===== src/sv/dfla_pkg.sv =====
// Shared types and constants of the descriptor free-list allocator.
`default_nettype none
package dfla_pkg;

	localparam int HANDLE_W   = 64;
	localparam int STRIDE_W   = 13;
	localparam int SLOT_CNT_W = 11;
	localparam int SLOT_IDX_W = 10;
	localparam int STATUS_W   = 2;
	localparam int CFG_IDX_W  = 2;

	localparam logic [STRIDE_W-1:0]   STRIDE_RST   = STRIDE_W'(32);
	localparam int                    SLOT_CNT_RST = 1024;

	// request kinds
	localparam logic REQ_ALLOC = 1'b0;
	localparam logic REQ_FREE  = 1'b1;

	// register indexes
	localparam logic [CFG_IDX_W-1:0] REG_CPU_BASE   = 2'd0;
	localparam logic [CFG_IDX_W-1:0] REG_GPU_BASE   = 2'd1;
	localparam logic [CFG_IDX_W-1:0] REG_STRIDE     = 2'd2;
	localparam logic [CFG_IDX_W-1:0] REG_SLOT_COUNT = 2'd3;

	// result status codes
	localparam logic [STATUS_W-1:0] STAT_OK       = 2'd0;
	localparam logic [STATUS_W-1:0] STAT_EMPTY    = 2'd1;
	localparam logic [STATUS_W-1:0] STAT_MISMATCH = 2'd2;
	localparam logic [STATUS_W-1:0] STAT_RANGE    = 2'd3;

	// serial divider: quotient digits per step and step count
	localparam int DIV_DIGIT_W = 4;
	localparam int DIV_STEPS   = HANDLE_W / DIV_DIGIT_W;
	localparam int DIV_CNT_W   = $clog2(DIV_STEPS);

	typedef struct packed {
		logic                req_type;
		logic [HANDLE_W-1:0] cpu_handle;
		logic [HANDLE_W-1:0] gpu_handle;
	} req_t;

	typedef struct packed {
		logic [STATUS_W-1:0]   status;
		logic [HANDLE_W-1:0]   out_cpu;
		logic [HANDLE_W-1:0]   out_gpu;
		logic [SLOT_IDX_W-1:0] slot_index;
	} res_t;

	typedef struct packed {
		logic pop;
		logic push;
		logic refill;
	} stk_ctrl_t;

endpackage
`default_nettype wire


===== src/sv/dfla_div.sv =====
// Two-lane radix-16 restoring divider of handle offsets by the stride.
`default_nettype none
module dfla_div
	import dfla_pkg::*;
(
	input  wire logic                clk,
	input  wire logic                arst_n,
	input  wire logic                start,
	input  wire logic [HANDLE_W-1:0] dvd_cpu,
	input  wire logic [HANDLE_W-1:0] dvd_gpu,
	input  wire logic [STRIDE_W-1:0] divisor,
	output logic                     done,
	output logic [HANDLE_W-1:0]      quo_cpu,
	output logic [HANDLE_W-1:0]      quo_gpu
);

	localparam int DIG_W = STRIDE_W + DIV_DIGIT_W;

	// four dependent restoring steps on a 14-bit partial remainder
	function automatic logic [DIG_W-1:0] div_digit(
		input logic [STRIDE_W-1:0]    rem,
		input logic [DIV_DIGIT_W-1:0] bits,
		input logic [STRIDE_W-1:0]    dvs
	);
		logic [STRIDE_W:0]      t;
		logic [STRIDE_W-1:0]    r;
		logic [DIV_DIGIT_W-1:0] q;
		r = rem;
		q = '0;
		for (int i = DIV_DIGIT_W - 1; i >= 0; i--) begin
			t = {r, bits[i]};
			if (t >= {1'b0, dvs}) begin
				t    = t - {1'b0, dvs};
				q[i] = 1'b1;
			end
			r = t[STRIDE_W-1:0];
		end
		return {r, q};
	endfunction

	logic                 busy_q;
	logic                 done_q;
	logic [DIV_CNT_W-1:0] cnt_q;
	logic [HANDLE_W-1:0]  a_q, b_q;
	logic [STRIDE_W-1:0]  ra_q, rb_q;
	logic [DIG_W-1:0]     dig_a, dig_b;

	assign dig_a = div_digit(ra_q, a_q[HANDLE_W-1 -: DIV_DIGIT_W], divisor);
	assign dig_b = div_digit(rb_q, b_q[HANDLE_W-1 -: DIV_DIGIT_W], divisor);

	always_ff @(posedge clk or negedge arst_n) begin
		if (!arst_n) begin
			busy_q <= 1'b0;
			done_q <= 1'b0;
			cnt_q  <= '0;
		end else begin
			done_q <= 1'b0;
			if (start) begin
				busy_q <= 1'b1;
				cnt_q  <= '0;
			end else if (busy_q) begin
				cnt_q <= cnt_q + 1'b1;
				if (cnt_q == DIV_CNT_W'(DIV_STEPS - 1)) begin
					busy_q <= 1'b0;
					done_q <= 1'b1;
				end
			end
		end
	end

	// dividend shifts out at the top while quotient digits enter at the bottom
	always_ff @(posedge clk) begin
		if (start) begin
			a_q  <= dvd_cpu;
			b_q  <= dvd_gpu;
			ra_q <= '0;
			rb_q <= '0;
		end else if (busy_q) begin
			a_q  <= {a_q[HANDLE_W-DIV_DIGIT_W-1:0], dig_a[DIV_DIGIT_W-1:0]};
			b_q  <= {b_q[HANDLE_W-DIV_DIGIT_W-1:0], dig_b[DIV_DIGIT_W-1:0]};
			ra_q <= dig_a[DIG_W-1:DIV_DIGIT_W];
			rb_q <= dig_b[DIG_W-1:DIV_DIGIT_W];
		end
	end

	assign done    = done_q;
	assign quo_cpu = a_q;
	assign quo_gpu = b_q;

endmodule
`default_nettype wire


===== config.mk =====
export PLATFORM = sky130hd
export DESIGN_NAME = dfla_div
export DESIGN_NICKNAME = d
export VERILOG_FILES = /design/src/sv/dfla_pkg.sv /design/src/sv/dfla_div.sv
export SDC_FILE = /design/constraint.sdc
export NUM_CORES = 1
export LEC_CHECK = 0
export BUFFER_PORTS_ARGS = -buffer_cell sky130_fd_sc_hd__buf_2
export CORE_MARGIN = 5
export CORE_UTILIZATION = 47
export DETAILED_ROUTE_END_ITERATION = 8
export GPL_TIMING_DRIVEN = 1
export HOLD_SLACK_MARGIN = 0.1
export PLACE_DENSITY = 0.76
export REMOVE_ABC_BUFFERS = 1
export SYNTH_ARGS = -nofsm -noshare
export SYNTH_HDL_FRONTEND = slang
export SYNTH_SLANG_ARGS = --single-unit

===== constraint.sdc =====
create_clock -name clk -period 21.6 [get_ports clk]
set_input_delay 4.32 -clock clk [delete_from_list [all_inputs] [get_ports clk]]
set_output_delay 4.32 -clock clk [all_outputs]
set_load 0.02 [all_outputs]

# After elaboration in Yosys (flattened, before gate mapping)
# Index checks and enable logic that the tools add are counted.
dict set report op_classes {
  addsub 9
  mul 0
  div 0
  order_cmp 8
  n_eq_ne 1
  shifts 0
  muxes 28
  bitwise_logic 0
  n_reduce_logical 1
}
# cell n
set op_table {}
lappend op_table {{64-bit 2-to-1 mux} 4}
lappend op_table {{14-bit by 13-bit greater-or-equal comparator with 1-bit output} 8}
lappend op_table {{13-bit 2-to-1 mux} 8}
lappend op_table {{13-bit subtractor} 8}
lappend op_table {{1-bit 2-to-1 mux} 14}
lappend op_table {{4-bit 2-to-1 mux} 2}
lappend op_table {{4-bit by 1-bit adder with 4-bit output (second input constant)} 1}
lappend op_table {{4-bit equality test (second input constant)} 1}
lappend op_table {{2-bit nonzero test} 1}
dict set report totals {
  ff_bits 160
  latch_bits 0
  mem_bits_rw 0
  rom_bits 0
  in_bits 144
  elab_cells 54
  n_memories 0
}

# Longest topological paths before layout
# Gate-level depths: netlist of the first run.
dict set report depth {
  ltp_word 10
  mapped_depth 47
  mapped_depth_nobuf 41
}

# Least setup slack after synthesis of the first run
# Ideal clock, no wire load.
dict set report synth_timing {
  path_kind {input-to-reg}
  startpoint {in divisor[0]}
  endpoint {reg b_q[0], in the netlist quo_gpu[0] (data pin)}
  t_arrival_ns 12.874
  required_ns 21.340
  path_slack_ns 8.466
  path_stages 41
  path_cell_list {ha_1 > fa_1 > nor2b_1 > o21ai_1 > a21o_1 > a21oi_2 > o21ba_2 > clkbuf_1 > clkbuf_1 > o21ai_0 > fa_1 > nor2b_1 > o21ai_1 > a21oi_1 > o221ai_2 > a31oi_1 > or4_1 > buf_2 > (+5 left out) > o21ai_0 > a21oi_1 > o22ai_1 > a21o_1 > clkbuf_1 > nand2_4 > mux2i_1 > inv_1 > ha_1 > a21o_1 > a21o_1 > a221oi_1 > o21ai_0 > o21ai_0 > and3b_1 > a21boi_1 > nor2_1 > mux2_2}
}
dict set report synth_between {
  elab_chain_len 10
}
# element line
set synth_lines {}
lappend synth_lines {{start, declared} dfla_div.sv:11} ;# input wire logic [STRIDE_W-1:0] divisor,
lappend synth_lines {{13-bit subtractor or 14-bit by 13-bit greater-or-equal comparator with 1-bit output (tied branches)} {dfla_div.sv:33, dfla_div.sv:32}}
lappend synth_lines {{13-bit 2-to-1 mux} dfla_div.sv:32} ;# if (t >= {1'b0, dvs}) begin
lappend synth_lines {{13-bit subtractor or 14-bit by 13-bit greater-or-equal comparator with 1-bit output (tied branches)} {dfla_div.sv:33, dfla_div.sv:32}}
lappend synth_lines {{13-bit 2-to-1 mux} dfla_div.sv:32}
lappend synth_lines {{13-bit subtractor or 14-bit by 13-bit greater-or-equal comparator with 1-bit output (tied branches)} {dfla_div.sv:33, dfla_div.sv:32}}
lappend synth_lines {{13-bit 2-to-1 mux} dfla_div.sv:32}
lappend synth_lines {{14-bit by 13-bit greater-or-equal comparator with 1-bit output *} dfla_div.sv:32}
lappend synth_lines {{1-bit 2-to-1 mux *} dfla_div.sv:32}
lappend synth_lines {{64-bit 2-to-1 mux *} dfla_div.sv:78} ;# end else if (busy_q) begin
lappend synth_lines {{64-bit 2-to-1 mux *} dfla_div.sv:73} ;# if (start) begin
lappend synth_lines {{end signal, assigned} dfla_div.sv:75} ;# b_q <= dvd_gpu;
lappend synth_lines {{end signal, assigned} dfla_div.sv:80} ;# b_q <= {b_q[HANDLE_W-DIV_DIGIT_W-1:0], dig_b[DIV_DIGIT_W-1:0]};
lappend synth_lines {{end, declared} dfla_div.sv:44} ;# logic [HANDLE_W-1:0] a_q, b_q;
# Mark *: on every way between the ends. The rest lies on a longest branch, timed or not. The select of a mux whose other input is x is not followed.
# A chain may end at the register's enable or synchronous reset.

# Final worst setup path of the first run
dict set report layout_timing {
  startpoint {in divisor[11]}
  endpoint {reg ra_q[8]}
}
dict set report layout_between {
  elab_chain_len 8
}
# element line
set layout_lines {}
lappend layout_lines {{13-bit subtractor or 14-bit by 13-bit greater-or-equal comparator with 1-bit output (tied branches)} {dfla_div.sv:33, dfla_div.sv:32}}
lappend layout_lines {{13-bit 2-to-1 mux} dfla_div.sv:32}
lappend layout_lines {{13-bit subtractor or 14-bit by 13-bit greater-or-equal comparator with 1-bit output (tied branches)} {dfla_div.sv:33, dfla_div.sv:32}}
lappend layout_lines {{13-bit 2-to-1 mux} dfla_div.sv:32}
lappend layout_lines {{14-bit by 13-bit greater-or-equal comparator with 1-bit output or 13-bit subtractor (tied branches)} {dfla_div.sv:32, dfla_div.sv:33}}
lappend layout_lines {{13-bit 2-to-1 mux} dfla_div.sv:32}
lappend layout_lines {{13-bit subtractor or 14-bit by 13-bit greater-or-equal comparator with 1-bit output (tied branches)} {dfla_div.sv:33, dfla_div.sv:32}}
lappend layout_lines {{13-bit 2-to-1 mux *} dfla_div.sv:32}
lappend layout_lines {{end signal, assigned} dfla_div.sv:81} ;# ra_q <= dig_a[DIG_W-1:DIV_DIGIT_W];
lappend layout_lines {{end, declared} dfla_div.sv:45} ;# logic [STRIDE_W-1:0] ra_q, rb_q;
# Mark *: on every way between the ends. The rest lies on a longest branch, timed or not.

==> results.json, run 1 <==
{
  "syn2layout_area_growth_pct": 18.03,
  "cts_setup_buffers": 0,
  "viasPerCell": 5.866,
  "crit_fanout": 21,
  "grt_max_degree": 75,
  "synth_seq_cells": 160,
  "startpoint_type": "primary input",
  "cp-end-kind": "register",
  "die_y_um": 173.3,
  "worst_ep_required_time_ns": 21.92,
  "coreArea_sq_mm": 0.02613,
  "cts_buffer_depth": 2,
  "port_buffers": 272,
  "wl_per_cell_um": 19.41,
  "grt_antenna_before_repair": 1,
  "avgSynthCellArea_sq_um": 10.50,
  "ctsRootBufferMaster": "clkbuf_16",
  "drv_cap": 0,
  "firstDrtPassIters": 6,
  "dp_hpwl_um": 26310,
  "critPathSlowestCell": "a221oi_4",
  "slew_violations": 0,
  "drive_gt1_frac": 0.3354,
  "final_common_cell": "buf_2",
  "cts_hold_buffers": 0,
  "hold_class": "register to register",
  "layout.nets": 1708,
  "yosys_most_used_dff": "edfxtp_1",
  "synth_cells": 1194,
  "overflow": 0,
  "final_cell_mix": "buf_2, mux2_2, edfxtp_1",
  "fillers": 2315,
  "numCtsBuffers": 17,
  "status": "finished, final reports clean",
  "die_w_um": 173.3,
  "tns_ns": 0,
  "h-tree-depth": 4,
  "ys_async_sr_fraction": 0.03750,
  "cts_tree": "built",
  "tightest_slew_ns": 0.9609,
  "io_pins": 273,
  "rsz0062_at_grt": "false",
  "dieArea_sq_mm": 0.03003,
  "drt-total-wl_um": 34940,
  "cts.clk_slew.worst_paths_ns": 0.07,
  "ys_warn_count": 0,
  "fmax_mhz": 70.47,
  "layout_min_cycle_time_ns": 14.19,
  "ant_nets": 0,
  "drc": 0,
  "crit_type": "primary input to register",
  "finalCritPeriodShare": 0.6569,
  "synth_cell_type_count": 95,
  "slowest_delay_ns": 0.78,
  "cp.arrival_ns": 14.51,
  "initial_core_util": 0.4797,
  "grt_pass1_wl_um": 55900,
  "cts-resized-gates": 0,
  "vias": 10560,
  "place_ws_ns": 7.161,
  "rows": 59,
  "synth_edf_count": 128,
  "final_hold_viol_count": 0,
  "synth_area_sq_mm": 0.01253,
  "final.setup.worst_slack_ns": 7.410,
  "gp_congestion": 0.9926,
  "slew-limit-headroom": 0.3594,
  "first_global_vias": 10770,
  "insertion_delay_ns": 0.44,
  "dr.first_iter.drc_count": 806,
  "fin_skew_ns": 0.01563,
  "setup_viol": 0,
  "ys_seq_area_frac": 0.3602,
  "cts.sinks": 160,
  "grtUsageTotal": 0.2264
}
-- metrics by stage --
step	cell area [sq um]	hold slack [ns]	util	instances
2_1_floorplan	12360	0.4427	-	1156
3_3_place_gp	14180	0.4634	0.5425	1767
3_5_place_dp	14180	0.4775	0.5425	1767
4_1_cts	14790	0.4863	0.5660	1799
5_1_grt	14790	0.4981	0.5661	1800
6_report	14790	0.4898	0.5661	1800
-- sequential cells by signal, summed over array words and instances (netlist names) --
name     cells
quo_cpu     64
ra_q        13
busy_q       1
rb_q        13
cnt_q        4
quo_gpu     64
done         1
-- worst max-delay path, delay by kind of cell --
family | cells | cell delay (ns)
buffers and inverters | 2 | 0.53
and+or+nand+nor | 8 | 2.21
muxes | 3 | 1.11
adders and majority gates | 4 | 1.45
AOI/OAI and AO/OA | 19 | 4.86
-- Yosys cell counts, drive strengths merged, types with 6 or more instances --
library cell / n / area share
xor2: 32 / 0.022
mux2i: 26 / 0.022
inv: 63 / 0.019
o21a: 15 / 0.0090
ha: 105 / 0.10
clkbuf: 31 / 0.0093
xnor2: 45 / 0.031
dfrtp: 6 / 0.012
o31ai: 11 / 0.0070
a21boi: 9 / 0.0054
a31oi: 6 / 0.0035
edfxtp: 128 / 0.31
or3: 6 / 0.0030
nand4: 31 / 0.016
nand2b: 15 / 0.0075
a211oi: 11 / 0.0080
and2: 7 / 0.0037
o211ai: 11 / 0.0070
buf: 7 / 0.0049
dfxtp: 26 / 0.042
nor3: 28 / 0.011
nand3: 14 / 0.0060
o21ai: 62 / 0.025
mux2: 153 / 0.14
nand2: 62 / 0.019
fa: 8 / 0.013
a21oi: 65 / 0.027
nor2: 69 / 0.021
nor2b: 21 / 0.011
a21o: 34 / 0.020
-- routing by layer --
| layer | vias to the layer above | GRT usage | routed length [um] |
|---|---|---|---|
| met3 | 92 | 0.04493 | 2158 |
| li1 | 5048 | - | - |
| met5 | - | 0 | 0 |
| met2 | 358 | 0.4038 | 17660 |
| met1 | 5061 | 0.2684 | 13830 |
| met4 | 0 | 0.08846 | 1294 |
-- area by class of cell --
| type | count | area, sq um | share of cell area |
|---|---|---|---|
| inverters | 63 | 239.0 | 0.01615 |
| clock inverters | 15 | 190.2 | 0.01286 |
| clock buffers | 17 | 425.4 | 0.02876 |
| diodes | 1 | 2.502 | 0.0001691 |
| multi-input cells | 933 | 7606 | 0.5141 |
| well taps | 335 | 419.2 | 0.02833 |
| flip-flops and latches | 160 | 4514 | 0.3051 |
| repair buffers | 276 | 1398 | 0.09447 |
-- kinds of logic (layout without fill, tap and decap cells) --
logic type,Yosys count,in the layout,synth area share
AOI/OAI and AO/OA,288,288,0.1624
xor gates and xnor gates,77,77,0.05380
muxes,179,179,0.1601
other,0,1,0
adders and majority gates,113,113,0.1176
and+or+nand+nor,276,276,0.1129
DFF,160,160,0.3602
buffers and inverters,101,371,0.03304
-- path summary, 6_finish.rpt --
kind / slack (ns) / end / cells after the start / start
setup / recovery: 7.41 / ra_q[8]$_SDFFE_PP0P_ / 36 / divisor[11]
min in group asynchronous: 3.69 / done$_DFF_PN0_ / 1 / arst_n
hold reg to reg: 0.49 / ra_q[7]$_SDFFE_PP0P_ / 2 / ra_q[7]$_SDFFE_PP0P_
max in group asynchronous: 17.76 / cnt_q[2]$_DFFE_PN0P_ / 1 / arst_n
setup reg to reg: 11.12 / quo_gpu[0]$_DFFE_PP_ / 37 / quo_gpu[63]$_DFFE_PP_
hold / removal: 0.49 / ra_q[7]$_SDFFE_PP0P_ / 2 / ra_q[7]$_SDFFE_PP0P_
Power of run 1 is left out: the tool's default activity adds up to more than one toggle a clock period on the data nets, which glitch-free logic cannot reach.
==> run 2: changes to the inputs <==
==> constraint.sdc (replaced) <==
create_clock -name clk -period 14.01 [get_ports clk]
set_input_delay 2.802 -clock clk [delete_from_list [all_inputs] [get_ports clk]]
set_output_delay 2.802 -clock clk [all_outputs]
set_load 0.02 [all_outputs]
==> run 2 against run 1 <==
First-iteration DRC count down 6.8%. Hold slack worse by 0.015 ns. Non-clock buffer count up 2. Cell area down 0.44%.
==> results.json, run 2 (synthesis results as in run 1) <==
{
  "status": "finished, final reports clean",
  "grt_antenna_before_repair": 0,
  "cts.sinks": 160,
  "final_hold_viol_count": 0,
  "critPathSlowestCell": "a221oi_4",
  "cp.arrival_ns": 12.95,
  "ant_nets": 0,
  "h-tree-depth": 4,
  "layout_min_cycle_time_ns": 12.69,
  "dp_hpwl_um": 26170,
  "top_layer_used": "met4",
  "drive_gt1_frac": 0.3349,
  "vias": 10380,
  "drv_cap": 0,
  "insertion_delay_ns": 0.44,
  "numCtsBuffers": 17,
  "final_common_cell": "buf_2",
  "overflow": 0,
  "cts_hold_buffers": 0,
  "cts_setup_buffers": 0,
  "coreArea_sq_mm": 0.02613,
  "grt_pass1_wl_um": 54700,
  "rrSetupSlack_ns": 3.64,
  "worst_ep_required_time_ns": 14.27,
  "io_pins": 273,
  "die_y_um": 173.3,
  "rows": 59,
  "wl_met3_um": 1991,
  "firstDrtPassIters": 5,
  "crit_fanout": 21,
  "cts_buffer_depth": 2,
  "slowest_delay_ns": 0.60,
  "hold_class": "register to register",
  "crit_type": "primary input to register",
  "tightest_slew_ns": 0.9705,
  "diodes": 0,
  "die_w_um": 173.3,
  "timing.hold.ws_ns": 0.4750,
  "cts_tree": "built",
  "port_buffers": 272,
  "drc": 0,
  "slew-limit-headroom": 0.3530,
  "wl_per_cell_um": 19.26,
  "first_global_vias": 10560,
  "cts.clk_slew.worst_paths_ns": 0.06,
  "layout.nets": 1710,
  "startpoint_type": "primary input",
  "fin_skew_ns": 0.01882,
  "slew_violations": 0,
  "gp_congestion": 0.9563,
  "cts-resized-gates": 0,
  "met1_length_um": 13880,
  "rsz0062_at_grt": "false",
  "viasPerCell": 5.762,
  "cp-end-kind": "register",
  "final_cell_mix": "buf_2, mux2_2, edfxtp_1",
  "dieArea_sq_mm": 0.03003,
  "dr.first_iter.drc_count": 751,
  "fmax_mhz": 78.82,
  "wl_met2_um": 17450,
  "ctsRootBufferMaster": "clkbuf_16",
  "finalCritPeriodShare": 0.9055,
  "setup_viol": 0,
  "tns_ns": 0,
  "initial_core_util": 0.4797,
  "syn2layout_area_growth_pct": 17.51,
  "grtUsageTotal": 0.2242,
  "drt-total-wl_um": 34690,
  "grt_max_degree": 75,
  "fillers": 2305
}
run 2: final cells by class:
class,instances,area [sq um],area share
tap,335,419.2,0.02846
sequential,160,4514,0.3065
clock inverter,13,105.1,0.007136
multi-input combinational,933,7606,0.5164
inverter,63,239.0,0.01622
clock buffer,19,432.9,0.02939
timing repair buffer,278,1413,0.09591
run 2: per-stage QoR:
stage | util | worst slack, ns | cells | instance area [sq um]
floorplan | - | 2.691 | 1156 | 12360
global placement | 0.5430 | 1.399 | 1769 | 14190
detailed placement | 0.5430 | 1.088 | 1769 | 14190
CTS | 0.5636 | 1.499 | 1801 | 14730
global route | 0.5636 | 0.5983 | 1801 | 14730
finish | 0.5636 | 1.323 | 1801 | 14730
run 2: worst paths after layout:
check,from,end,depth (start not counted)
setup / recovery,divisor[9],ra_q[5]$_SDFFE_PP0P_,37
hold / removal,ra_q[4]$_SDFFE_PP0P_,ra_q[4]$_SDFFE_PP0P_,2
setup reg to reg,quo_cpu[63]$_DFFE_PP_,ra_q[5]$_SDFFE_PP0P_,37
hold reg to reg,ra_q[4]$_SDFFE_PP0P_,ra_q[4]$_SDFFE_PP0P_,2
min in group asynchronous,arst_n,cnt_q[2]$_DFFE_PN0P_,1
max in group asynchronous,arst_n,cnt_q[0]$_DFFE_PN0P_,1
run 2: routing by layer:
metal,global-route usage,vias up
li1,-,5053
met1,0.2661,4912
met2,0.3966,336
met3,0.04122,77
met4,0.09844,0
met5,0,-
run 2: critical path: cells and delay by family:
| family | cells | cell delay [ns] |
|---|---|---|
| buf+inv | 3 | 0.80 |
| fa+ha+maj | 4 | 1.48 |
| compound gates | 19 | 4.70 |
| mux | 3 | 0.91 |
| simple gates | 8 | 2.23 |
Power of run 2 is left out for the same reason.
==> run 3: changes to the inputs <==
--- a/config.mk
+++ b/config.mk
@@ -6,12 +6,11 @@
 export NUM_CORES = 1
 export LEC_CHECK = 0
 export BUFFER_PORTS_ARGS = -buffer_cell sky130_fd_sc_hd__buf_2
-export CORE_MARGIN = 5
 export CORE_UTILIZATION = 47
 export DETAILED_ROUTE_END_ITERATION = 8
 export GPL_TIMING_DRIVEN = 1
 export HOLD_SLACK_MARGIN = 0.1
-export PLACE_DENSITY = 0.76
+export PLACE_DENSITY = 0.68
 export REMOVE_ABC_BUFFERS = 1
 export SYNTH_ARGS = -nofsm -noshare
 export SYNTH_HDL_FRONTEND = slang
==> run 3 against run 2 <==
Cell area is 0.53% higher. Die area is 9.0% lower. Flip-flop and latch count is the same. Sequential share of layout area decreased by 0.16 points. Critical path type unchanged. Largest cell class unchanged. Final cell count hardly changed. Utilization grew 0.30 points. Register-to-register slack got worse by 0.11 ns.
==> results.json, run 3 (synthesis results as in run 1) <==
{
  "status": "finished, final reports clean",
  "h-tree-depth": 4,
  "fmax_mhz": 78.19,
  "cp.arrival_ns": 13.11,
  "syn2layout_area_growth_pct": 18.13,
  "tns_ns": 0,
  "crit_type": "primary input to register",
  "critPathSlowestCell": "a221oi_4",
  "ant_nets": 0,
  "drt-total-wl_um": 33440,
  "crit_family": "compound AO/OA/AOI/OAI gates",
  "setup_viol": 0,
  "final_common_cell": "buf_2",
  "cts_buffer_depth": 2,
  "cts-resized-gates": 0,
  "dp_hpwl_um": 24940,
  "numCtsBuffers": 17,
  "hold_class": "register to register",
  "coreArea_sq_mm": 0.02613,
  "port_buffers": 272,
  "final_hold_viol_count": 0,
  "worst_ep_required_time_ns": 14.33,
  "first_global_vias": 10190,
  "dieArea_sq_mm": 0.02733,
  "initial_core_util": 0.4797,
  "cts_setup_buffers": 0,
  "drive_gt1_frac": 0.3340,
  "dr.first_iter.drc_count": 631,
  "die_y_um": 165.3,
  "rows": 59,
  "crit_fanout": 21,
  "cp-end-kind": "register",
  "cts_tree": "built",
  "met1_usage": 0.2948,
  "insertion_delay_ns": 0.43,
  "use_met2": 0.4222,
  "firstDrtPassIters": 7,
  "ctsRootBufferMaster": "clkbuf_16",
  "wl_per_cell_um": 18.58,
  "cp_num_buf_inv": 2,
  "final_cell_mix": "buf_2, mux2_2, edfxtp_1",
  "drv_cap": 0,
  "die_w_um": 165.3,
  "grt_antenna_before_repair": 1,
  "grtUsageTotal": 0.2448,
  "gp_congestion": 0.9404,
  "final.setup.worst_slack_ns": 1.220,
  "vias": 10340,
  "drc": 0,
  "cts.sinks": 160,
  "design_area_sq_mm": 0.01481,
  "overflow": 0,
  "place_ws_ns": 0.9610,
  "tightest_slew_ns": 1.005,
  "slowest_delay_ns": 0.81,
  "grt_max_degree": 76,
  "finalCritPeriodShare": 0.9129,
  "place_area_sq_mm": 0.01418,
  "place_inst": 1767,
  "viasPerCell": 5.745,
  "layout.nets": 1708,
  "fin_skew_ns": 0.01190,
  "slew_violations": 0,
  "io_pins": 273,
  "rsz0062_at_grt": "false",
  "grt_pass1_wl_um": 51810,
  "slew-limit-headroom": 0.3299,
  "busiest_layer": "met2",
  "cts_hold_buffers": 0,
  "startpoint_type": "primary input",
  "layout_min_cycle_time_ns": 12.79,
  "met3_usage": 0.04071,
  "cts.clk_slew.worst_paths_ns": 0.07,
  "fin_cells": 1800
}
run 3: cell count changes in the layout (fill, tap and decap cells not counted):
| cell | before | now |
|---|---|---|
| bufinv_16 | 0 | 3 |
| inv_6 | 4 | 3 |
| clkbuf_1 | 2 | 1 |
| buf_4 | 6 | 4 |
| clkinv_2 | 2 | 0 |
| clkinv_4 | 3 | 2 |
| diode_2 | 0 | 1 |
| clkinv_1 | 0 | 1 |
| clkinvlp_4 | 3 | 0 |
| clkinv_8 | 0 | 1 |
| inv_8 | 1 | 4 |
run 3: per-stage QoR:
step	utilization	hold WS (ns)
floorplan	-	0.4427
global route	0.5666	0.5274
global placement	0.5425	0.4808
CTS	0.5665	0.4885
finish	0.5666	0.4882
detailed placement	0.5425	0.4781
run 3: final timing paths:
path                                   endpoint                  start  cells after the start  slack (ns)
max                        ra_q[8]$_SDFFE_PP0P_            divisor[11]                     36        1.22
min                        ra_q[2]$_SDFFE_PP0P_   ra_q[2]$_SDFFE_PP0P_                      2        0.49
max reg2reg                quo_gpu[0]$_DFFE_PP_  quo_gpu[63]$_DFFE_PP_                     40        3.53
min reg2reg                ra_q[2]$_SDFFE_PP0P_   ra_q[2]$_SDFFE_PP0P_                      2        0.49
max in group asynchronous  cnt_q[1]$_DFFE_PN0P_                 arst_n                      1       11.69
min in group asynchronous        done$_DFF_PN0_                 arst_n                      1        2.18
run 3: area by class of cell:
type,instances,area [sq um]
Antenna cell,1,2.502
Timing Repair Buffer,276,1398
Sequential cell,160,4514
Tap cell,335,419.2
Clock buffer,18,429.2
Inverter,63,239.0
Fill cell,2345,11330
Multi-Input combinational cell,933,7606
Clock inverter,14,198.9
run 3: tightest hold or removal path: cells and delay by family (launching register included):
family,cells,cell delay (ns)
AO/OA/AOI/OAI,1,0.05
flip-flops,1,0.33
AND/OR/NAND/NOR,1,0.06
run 3: layer usage:
layer / part of all wire / up-vias
met5: 0 / -
met4: 0.041 / 0
met3: 0.046 / 92
met2: 0.50 / 317
met1: 0.41 / 4876
li1: - / 5056
Power of run 3 is left out for the same reason.
